**src/hw/rtl/drsp_pkg.sv**
```systemverilog
`timescale 1ns / 1ps
// Shared types and constants for the debug record stream parser.
package drsp_pkg;

	// record type codes (low byte of a header word)
	localparam logic [7:0] REC_FILE_NAME = 8'd1;
	localparam logic [7:0] REC_FUNC_NAME = 8'd2;
	localparam logic [7:0] REC_LOCATION  = 8'd3;

	// name bytes carried in the header word, and per continuation word
	localparam logic [23:0] HDR_NAME_BYTES  = 24'd4;
	localparam logic [23:0] WORD_NAME_BYTES = 24'd8;

	// error codes
	localparam logic [1:0] ERR_NONE      = 2'd0;
	localparam logic [1:0] ERR_UNKNOWN   = 2'd1;
	localparam logic [1:0] ERR_TRUNCATED = 2'd2;

	typedef enum logic [1:0] {
		KIND_FILE_CHAR = 2'd0,
		KIND_FUNC_CHAR = 2'd1,
		KIND_LOCATION  = 2'd2,
		KIND_ERROR     = 2'd3
	} kind_t;

	typedef enum logic [1:0] {
		PH_HEADER = 2'd0,
		PH_NAME   = 2'd1,
		PH_LOC2   = 2'd2,
		PH_LOC3   = 2'd3
	} phase_t;

	// what a word asks the emit sequencer to produce
	typedef enum logic [2:0] {
		EM_NONE  = 3'd0,
		EM_CHARS = 3'd1,
		EM_EMPTY = 3'd2,
		EM_LOC   = 3'd3,
		EM_ERR   = 3'd4
	} emit_t;

	typedef enum logic {
		ST_IDLE = 1'b0,
		ST_EMIT = 1'b1
	} state_t;

	// parser state carried between words
	typedef struct packed {
		phase_t      phase;
		logic        halted;
		logic        is_func;
		logic [23:0] left;
		logic [23:0] file_idx;
		logic [31:0] line;
		logic [23:0] col;
		logic [7:0]  count;
		logic [31:0] func_idx;
	} parse_t;

	// emit plan for one accepted word
	typedef struct packed {
		emit_t       mode;
		logic [63:0] data;
		logic [3:0]  nchars;
		logic        ends;
		logic [1:0]  err;
	} plan_t;

endpackage

```
**src/hw/rtl/drsp_decode.sv**
```systemverilog
`timescale 1ns / 1ps
// Word decoder: next parser state and emit plan for one section word.
module drsp_decode (
	input  logic [63:0]           word,
	input  logic                  end_of_section,
	input  drsp_pkg::parse_t      cur,
	output drsp_pkg::parse_t      nxt,
	output drsp_pkg::plan_t       plan
);

	logic [7:0]  rec_type;
	logic [23:0] rec_len;
	logic        trunc_err;
	logic        unknown_err;

	assign rec_type = word[7:0];
	assign rec_len  = word[31:8];

	always_comb begin
		nxt         = cur;
		plan.mode   = drsp_pkg::EM_NONE;
		plan.data   = word;
		plan.nchars = 4'd0;
		plan.ends   = 1'b0;
		plan.err    = drsp_pkg::ERR_NONE;
		trunc_err   = 1'b0;
		unknown_err = 1'b0;

		if (!cur.halted) begin
			unique case (cur.phase)
				drsp_pkg::PH_HEADER: begin
					if (rec_type == drsp_pkg::REC_FILE_NAME ||
							rec_type == drsp_pkg::REC_FUNC_NAME) begin
						nxt.is_func = (rec_type == drsp_pkg::REC_FUNC_NAME);
						plan.data   = {32'd0, word[63:32]};
						if (rec_len == 24'd0) begin
							plan.mode = drsp_pkg::EM_EMPTY;
						end else if (rec_len <= drsp_pkg::HDR_NAME_BYTES) begin
							plan.mode   = drsp_pkg::EM_CHARS;
							plan.nchars = rec_len[3:0];
							plan.ends   = 1'b1;
						end else if (end_of_section) begin
							trunc_err = 1'b1;
						end else begin
							plan.mode   = drsp_pkg::EM_CHARS;
							plan.nchars = drsp_pkg::HDR_NAME_BYTES[3:0];
							nxt.left    = rec_len - drsp_pkg::HDR_NAME_BYTES;
							nxt.phase   = drsp_pkg::PH_NAME;
						end
					end else if (rec_type == drsp_pkg::REC_LOCATION) begin
						nxt.file_idx = word[31:8];
						nxt.line     = word[63:32];
						if (end_of_section) begin
							trunc_err = 1'b1;
						end else begin
							nxt.phase = drsp_pkg::PH_LOC2;
						end
					end else begin
						unknown_err = 1'b1;
					end
				end
				drsp_pkg::PH_NAME: begin
					if (cur.left <= drsp_pkg::WORD_NAME_BYTES) begin
						plan.mode   = drsp_pkg::EM_CHARS;
						plan.nchars = cur.left[3:0];
						plan.ends   = 1'b1;
						nxt.left    = 24'd0;
						nxt.phase   = drsp_pkg::PH_HEADER;
					end else if (end_of_section) begin
						trunc_err = 1'b1;
					end else begin
						plan.mode   = drsp_pkg::EM_CHARS;
						plan.nchars = drsp_pkg::WORD_NAME_BYTES[3:0];
						nxt.left    = cur.left - drsp_pkg::WORD_NAME_BYTES;
					end
				end
				drsp_pkg::PH_LOC2: begin
					nxt.col      = word[23:0];
					nxt.count    = word[31:24];
					nxt.func_idx = word[63:32];
					if (end_of_section) begin
						trunc_err = 1'b1;
					end else begin
						nxt.phase = drsp_pkg::PH_LOC3;
					end
				end
				drsp_pkg::PH_LOC3: begin
					plan.mode = drsp_pkg::EM_LOC;
					nxt.phase = drsp_pkg::PH_HEADER;
				end
				default: begin
					nxt.phase = drsp_pkg::PH_HEADER;
				end
			endcase

			if (trunc_err || unknown_err) begin
				plan.mode  = drsp_pkg::EM_ERR;
				plan.err   = trunc_err ? drsp_pkg::ERR_TRUNCATED : drsp_pkg::ERR_UNKNOWN;
				nxt.halted = 1'b1;
			end
		end
	end

endmodule

```
**src/hw/rtl/debug_record_stream_parser_core.sv**
```systemverilog
`timescale 1ns / 1ps
// Top level of the debug record stream parser: handshakes and emit sequencer.
//
// Usage:
//   Word channel (word, end_of_section, word_valid/word_ready) takes the debug
//   section one 64-bit little-endian word per request; end_of_section marks the
//   last word. Result channel (result_valid/result_ready) returns decoded
//   requests: name characters, one per result, location records and errors.
//   Timing: a word is taken while the sequencer is idle, then a shared byte
//   shifter and down counter emit its results one per cycle unless stalled,
//   up to 8 for a full name word and none for a word with no result.
//   word_ready is high only while the sequencer is idle.
//   The emit state entered after a word is taken registers its first result.
//   Reset: parser returns to expecting a header word, halt flag clears, no
//   result is pending.
//   Stall: while result_ready is low the output register holds its result and
//   the sequencer waits; nothing is dropped.
//   After an error result the parser halts: words are still taken but give no
//   result until reset.
module debug_record_stream_parser_core (
	input  logic        clk,
	input  logic        arst_n,
	input  logic [63:0] word,
	input  logic        end_of_section,
	input  logic        word_valid,
	output logic        word_ready,
	output logic [1:0]  kind,
	output logic [7:0]  name_char,
	output logic        char_present,
	output logic        name_end,
	output logic [23:0] file_number,
	output logic [31:0] line_number,
	output logic [23:0] column_number,
	output logic [7:0]  instr_count,
	output logic [31:0] func_number,
	output logic [63:0] code_address,
	output logic [1:0]  error_code,
	output logic        last,
	output logic        result_valid,
	input  logic        result_ready
);

	drsp_pkg::state_t state_q, state_d;
	drsp_pkg::parse_t parse_q, parse_d, parse_nxt;
	drsp_pkg::plan_t  plan;

	// emit sequencer datapath
	drsp_pkg::emit_t  mode_q, mode_d;
	logic [63:0]      data_q, data_d;     // shifts one byte per emitted char
	logic [3:0]       cnt_q, cnt_d;       // chars left in this word
	logic             ends_q, ends_d;
	logic [1:0]       err_q, err_d;

	// output register
	logic             out_valid_q, out_valid_d;
	drsp_pkg::kind_t  kind_q, kind_d;
	logic [7:0]       char_q, char_d;
	logic             present_q, present_d;
	logic             name_end_q, name_end_d;
	logic [23:0]      file_q, file_d;
	logic [31:0]      line_q, line_d;
	logic [23:0]      col_q, col_d;
	logic [7:0]       count_q, count_d;
	logic [31:0]      func_q, func_d;
	logic [63:0]      addr_q, addr_d;
	logic [1:0]       ecode_q, ecode_d;
	logic             last_q, last_d;

	logic             slot_free;
	logic             accept;

	drsp_decode u_decode (
		.word           (word),
		.end_of_section (end_of_section),
		.cur            (parse_q),
		.nxt            (parse_nxt),
		.plan           (plan)
	);

	assign slot_free = !out_valid_q || result_ready;
	assign accept    = word_valid && word_ready;

	always_comb begin
		state_d     = state_q;
		parse_d     = parse_q;
		mode_d      = mode_q;
		data_d      = data_q;
		cnt_d       = cnt_q;
		ends_d      = ends_q;
		err_d       = err_q;
		word_ready  = 1'b0;

		out_valid_d = out_valid_q && !result_ready;
		kind_d      = kind_q;
		char_d      = char_q;
		present_d   = present_q;
		name_end_d  = name_end_q;
		file_d      = file_q;
		line_d      = line_q;
		col_d       = col_q;
		count_d     = count_q;
		func_d      = func_q;
		addr_d      = addr_q;
		ecode_d     = ecode_q;
		last_d      = last_q;

		unique case (state_q)
			drsp_pkg::ST_IDLE: begin
				word_ready = 1'b1;
				if (word_valid) begin
					parse_d = parse_nxt;
					mode_d  = plan.mode;
					data_d  = plan.data;
					cnt_d   = plan.nchars;
					ends_d  = plan.ends;
					err_d   = plan.err;
					if (plan.mode != drsp_pkg::EM_NONE) begin
						state_d = drsp_pkg::ST_EMIT;
					end
				end
			end
			drsp_pkg::ST_EMIT: begin
				if (slot_free) begin
					out_valid_d = 1'b1;
					kind_d      = parse_q.is_func ? drsp_pkg::KIND_FUNC_CHAR
					                              : drsp_pkg::KIND_FILE_CHAR;
					char_d      = 8'd0;
					present_d   = 1'b0;
					name_end_d  = 1'b0;
					file_d      = 24'd0;
					line_d      = 32'd0;
					col_d       = 24'd0;
					count_d     = 8'd0;
					func_d      = 32'd0;
					addr_d      = 64'd0;
					ecode_d     = drsp_pkg::ERR_NONE;
					last_d      = 1'b1;
					state_d     = drsp_pkg::ST_IDLE;
					unique case (mode_q)
						drsp_pkg::EM_CHARS: begin
							char_d     = data_q[7:0];
							present_d  = 1'b1;
							last_d     = (cnt_q == 4'd1);
							name_end_d = ends_q && (cnt_q == 4'd1);
							data_d     = {8'd0, data_q[63:8]};
							cnt_d      = cnt_q - 4'd1;
							if (cnt_q != 4'd1) begin
								state_d = drsp_pkg::ST_EMIT;
							end
						end
						drsp_pkg::EM_EMPTY: begin
							name_end_d = 1'b1;
						end
						drsp_pkg::EM_LOC: begin
							kind_d = drsp_pkg::KIND_LOCATION;
							file_d = parse_q.file_idx;
							line_d = parse_q.line;
							col_d  = parse_q.col;
							count_d = parse_q.count;
							func_d = parse_q.func_idx;
							addr_d = data_q;
						end
						drsp_pkg::EM_ERR: begin
							kind_d  = drsp_pkg::KIND_ERROR;
							ecode_d = err_q;
						end
						default: begin
							out_valid_d = out_valid_q && !result_ready;
						end
					endcase
				end
			end
			default: begin
				state_d = drsp_pkg::ST_IDLE;
			end
		endcase
	end

	// control state
	always_ff @(posedge clk or negedge arst_n) begin
		if (!arst_n) begin
			state_q     <= drsp_pkg::ST_IDLE;
			parse_q     <= '0;
			out_valid_q <= 1'b0;
		end else begin
			state_q     <= state_d;
			parse_q     <= parse_d;
			out_valid_q <= out_valid_d;
		end
	end

	// datapath and result payload
	always_ff @(posedge clk) begin
		mode_q     <= mode_d;
		data_q     <= data_d;
		cnt_q      <= cnt_d;
		ends_q     <= ends_d;
		err_q      <= err_d;
		kind_q     <= kind_d;
		char_q     <= char_d;
		present_q  <= present_d;
		name_end_q <= name_end_d;
		file_q     <= file_d;
		line_q     <= line_d;
		col_q      <= col_d;
		count_q    <= count_d;
		func_q     <= func_d;
		addr_q     <= addr_d;
		ecode_q    <= ecode_d;
		last_q     <= last_d;
	end

	assign result_valid   = out_valid_q;
	assign kind           = kind_q;
	assign name_char      = char_q;
	assign char_present   = present_q;
	assign name_end       = name_end_q;
	assign file_number    = file_q;
	assign line_number    = line_q;
	assign column_number  = col_q;
	assign instr_count    = count_q;
	assign func_number    = func_q;
	assign code_address   = addr_q;
	assign error_code     = ecode_q;
	assign last           = last_q;

	// char sequencer never runs with an empty or oversized count
	assert property (@(posedge clk) disable iff (!arst_n)
		state_q == drsp_pkg::ST_EMIT && mode_q == drsp_pkg::EM_CHARS
		|-> cnt_q != 4'd0 && cnt_q <= 4'd8)
		else $error("char count out of range");

	// halt is sticky until reset
	assert property (@(posedge clk) disable iff (!arst_n)
		parse_q.halted |=> parse_q.halted)
		else $error("halt flag dropped");

	// end of name only on a file or function name result that also closes its word
	assert property (@(posedge clk) disable iff (!arst_n)
		out_valid_q && name_end_q
		|-> last_q && (kind_q == drsp_pkg::KIND_FILE_CHAR ||
		               kind_q == drsp_pkg::KIND_FUNC_CHAR))
		else $error("name end on wrong result");

	// an error result implies the parser is halted
	assert property (@(posedge clk) disable iff (!arst_n)
		out_valid_q && kind_q == drsp_pkg::KIND_ERROR |-> parse_q.halted)
		else $error("error result without halt");

	// nothing is taken while results of the previous word are still being emitted
	assert property (@(posedge clk) disable iff (!arst_n)
		accept |=> !(state_q == drsp_pkg::ST_EMIT && accept))
		else $error("word taken during emit");

endmodule
```
**config.mk**
```make
export PLATFORM = sky130hd
export DESIGN_NAME = debug_record_stream_parser_core
export DESIGN_NICKNAME = d
export VERILOG_FILES = /design/src/hw/rtl/drsp_pkg.sv /design/src/hw/rtl/drsp_decode.sv /design/src/hw/rtl/debug_record_stream_parser_core.sv
export SDC_FILE = /design/constraint.sdc
export NUM_CORES = 1
export LEC_CHECK = 0
export BUFFER_PORTS_ARGS = -buffer_cell sky130_fd_sc_hd__buf_2
export CORE_MARGIN = 2
export CORE_UTILIZATION = 45
export CTS_CLUSTER_DIAMETER = 60
export CTS_CLUSTER_SIZE = 40
export DETAILED_ROUTE_END_ITERATION = 8
export PLACE_DENSITY = 0.75
export RECOVER_POWER = 50
export SYNTH_ARGS = -nofsm -noshare
export SYNTH_HDL_FRONTEND = slang
export SYNTH_SLANG_ARGS = --single-unit
export TNS_END_PERCENT = 20
```
**constraint.sdc**
```tcl
create_clock -name clk -period 13.8 [get_ports clk]
set_clock_uncertainty 0.1 [all_clocks]
set_input_delay 0.69 -clock clk [delete_from_list [all_inputs] [get_ports clk]]
set_output_delay 0.69 -clock clk [all_outputs]
set_load 0.02 [all_outputs]
```
==> results by stage <==
Status:
- The run finished, with violations left.
- The final reports fail on max-capacitance violations, max-slew violations.

Synthesis:
- The total nets after synthesis is between 1000 and 1500.
- Yosys attributes the largest share of cell area to edfxtp_1 (47%), dfrtp_1 (21%), mux2_2 (7.5%).
- The library cell with the highest instance count after synthesis is edfxtp_1.
- The distinct cell type count of the synthesized netlist is 56.
- The area share of the largest cell type after synthesis is 46.59%.
- The number of warning messages in the yosys log is 0.
- The commonest cells after synthesis are edfxtp_1 (273), and2_1 (195), dfrtp_1 (150), mux2_2 (117), nand2_1 (101).
- Counting flops and latches in the post-synthesis netlist gives 423.
- After synthesis, the share of flip-flops with an asynchronous set or reset is about 35%.
- In this run the cell area of the synthesized design comes to 17600 um2.
- The primary flip-flop cell chosen by synthesis mapping is edfxtp_1.
- The share of synthesized area occupied by flip-flops and latches is around 68%.
- The average footprint of a synthesized cell is 13.56 um2.
- In this run, synthesis inferred about 270 flip-flops with an integrated enable.
- The cell taking the most area after synthesis is edfxtp_1.
- In the synthesized netlist, the number of instances is between 1000 and 1500.

Cells and area:
- In the final design database the tool counted 1612 nets.
- The final non-filler cell total is 2079.
- The area growth from synthesis to final layout is 14.92%.
- The fill cell total of the finished layout is about 3300.
- The finished layout cell area is 20220 um2.
- The share of final-layout standard cells stronger than drive strength 1 is between 10% and 20%.

GRT:
- The global-route total usage across every layer is 21.19%.
- The initial antenna violation count came to 1.
- Entering global routing, the biggest net connects 200 pins.
- The via count of the first global-routing pass is 10780.
- The wire length of the first global-routing pass is 65670 um.
- The residual overflow from global routing is 0.

Placement:
- Summing all placed instances gives a cell area of between 15000 and 20000 um2.
- Summed over all nets, the half-perimeter wirelength after detailed placement is 28890 um.
- The number of placed cells counting well taps is 2024.
- Routability-driven placement finished with a final weighted congestion of about 0.90.
- In this run the tool buffered the top-level ports with between 200 and 300 buffer cells.

Routing:
- In this run, the number of DRC markers left after iteration 0 of detailed routing was 957.
- The number of detailed-route iterations in the first pass is 6.
- In the routed design, unresolved DRC markers number 0.
- The routed wire length per instance is 20.82 um.
- For this block, the via count after detailed routing is 11290.
- For this block, the routed nets add up to 43290 um of wire.
- The number of routed nets with antenna violations is 0.
- The post-detailed-route via-to-cell ratio is 5.432.

STA:
- The hold violation count in the final report is 0.
- The final total negative setup slack is 0 ns.
- For this run, the top clock speed supported by timing is 0.1875 GHz.
- At the pin with the least slew margin, the transition time is 5.077 ns.
- Setup repair after global routing left no endpoint under its margin.
- The final number of setup-violating endpoints is 0.
- The smallest clock period supported by the final layout is computed as 5.334 ns.
- The worst max-slew margin expressed relative to the limit is -238.5%.
- The portion of the clock cycle consumed by the worst path in the final layout is 38.65%.
- The final max-slew violation count is 368.

Critical path:
- The required time of the critical path is 13.01 ns.
- Following the worst setup path forward leads to its endpoint at word_ready.
- The cell depth of the worst flop-to-flop path is 3.
- The worst setup path startpoint is state_q.
- For the worst setup path, the data arrival time is 4.54 ns.
- The startpoint-to-endpoint class of the critical path is reg -> out.
- The endpoint of the lowest-slack register-to-register path is file_number[19].
- The worst setup path is captured at an output port.
- The highest fanout seen on the critical path is 117.
- The worst register-to-register path begins at state_q.
- The type of element launching the critical path is a register.
- The reg2reg setup slack is 8.50 ns.

Clocking:
- Clock tree synthesis inserted a total of 29 buffers.
- The count of hold-fix buffers inserted at cts is 0.
- In this run the clock root is driven by a clkbuf_16.
- TritonCTS built the clock tree.
- After clock tree synthesis, the repair step resized 0 gates.
- The number of setup buffers added after CTS is 0.
- Clock latency on the worst-skew pair, taken at its later pin, is about 0.61 ns.
- The clock transition at the registers of the reported paths is 0.09 ns.
- In this run the number of H-tree levels came out at 1.
- The maximum number of buffers from clock root to sink is 3.
- CTS saw 423 sinks.

Floorplanning:
- The floorplan has 72 rows.
- The core region is 38650 um2.
- Pin placement for this block handled 270 I/O pins.
- The floorplan step defined a die boundary enclosing 40700 um2.
- The floorplan step set the die height to 201.7 um.
- The effective utilization at floorplan is between 40% and 50%.
- The width of the die is just over 200 um.

Power:
- The power per cell area is ~130 nW/um2.
- Summed over all cells, the static leakage comes to 7.803 nW.
- IR analysis of the VDD net gives a maximum drop of 0.1168 mV.
- The total chip power is 2.628 mW.

Run:
- The tool flagged a number of max-cap violations equal to 6.

Hold path:
- In this run the worst hold path is classified as in -> reg.
-- cells by family (layout without fill, tap and decap cells) --
kind of cell / count (synthesis) / count (layout) / synth area share, %
flops: 423 / 423 / 67.92
buf+inv: 84 / 346 / 1.962
xor+xnor: 22 / 22 / 1.095
simple gates: 440 / 440 / 13.68
mux: 142 / 142 / 8.909
other cells: 0 / 1 / 0
compound gates: 181 / 181 / 6.008
fa+ha+maj: 6 / 6 / 0.4266
-- sequential cells by signal, indices dropped and copies added (netlist names), 3 cells and up --
register       cells
mode_q             3
code_address      64
instr_count        8
line_number       32
file_number       24
column_number     24
parse_q          148
data_q            64
cnt_q              4
func_number       32
name_char          8
-- cell usage in the layout, fill, tap and decap left out, types with 10 or more instances in the layout --
cell and n:
and3_1 16, clkbuf_1 206, buf_2 67, inv_1 12, edfxtp_1 273, and2_1 142
o21ai_1 36, a22oi_1 13, mux2i_1 25, nor2_1 53, o21ai_0 66, mux2_2 117
dfrtp_1 150, nor3_1 22, and2_0 53, xnor2_1 10, nor4_1 10, nand2_1 100
xor2_1 12, a21oi_1 29, clkbuf_16 29
-- how the worst min path moves through the flow --
| stage | from | endpoint | slack [ns] | cells past startpoint |
|---|---|---|---|---|
| after floorplan | arst_n | parse_q[0] | 0.29 | 0 |
| after global routing | word[5] | parse_q[45] | 0.26 | 2 |
| after detailed placement | parse_q[50] | parse_q[50] | 0.38 | 2 |
| after global placement | parse_q[41] | parse_q[41] | 0.36 | 2 |
| after CTS | arst_n | parse_q[71] | 0.08 | 1 |
| final | word[2] | parse_q[42] | 0.25 | 2 |
-- critical path, cell delays in order, from the launching register on --
cell and delay, ns:
dfrtp_1 2.47, inv_1 1.00, buf_2 0.45
-- where the power goes --
part | total [mW] | internal, mW | leakage, nW | switching, mW
clock network | 0.960 | 0.440 | 0.529 | 0.521
logic | 0.260 | 0.0874 | 2.69 | 0.173
registers | 1.41 | 1.38 | 4.58 | 0.0298
-- per-stage QoR --
step | util (%) | hold WS [ns] | worst slack [ns]
2_1_floorplan | - | 0.2944 | 2.183
3_3_place_gp | 50.30 | 0.3625 | 10.48
3_5_place_dp | 50.30 | 0.3791 | 10.32
4_1_cts | 53.15 | 0.08304 | 10.43
5_1_grt | 52.32 | 0.2604 | 7.709
6_report | 52.32 | 0.2536 | 8.466
-- area by class of cell --
class                   instances  area, um2  area share, %
well taps                     518      648.1          3.205
inverters                      12      45.04         0.2227
clock buffers                  30      729.5          3.607
diodes                          1      2.502        0.01237
repair buffers                280       1177          5.822
flip-flops and latches        423      11950          59.10
clock inverters                24      370.4          1.831
multi-input cells             791       5298          26.20
-- per-layer routing --
metal  up-vias  wire, um  track usage, %
li1       5141         -               -
met1      5616     18070           29.43
met2       450     20730           34.33
met3        87      3095           3.725
met4         0      1389           6.303
met5         -         0               0
(Power assumes the default switching activity.)
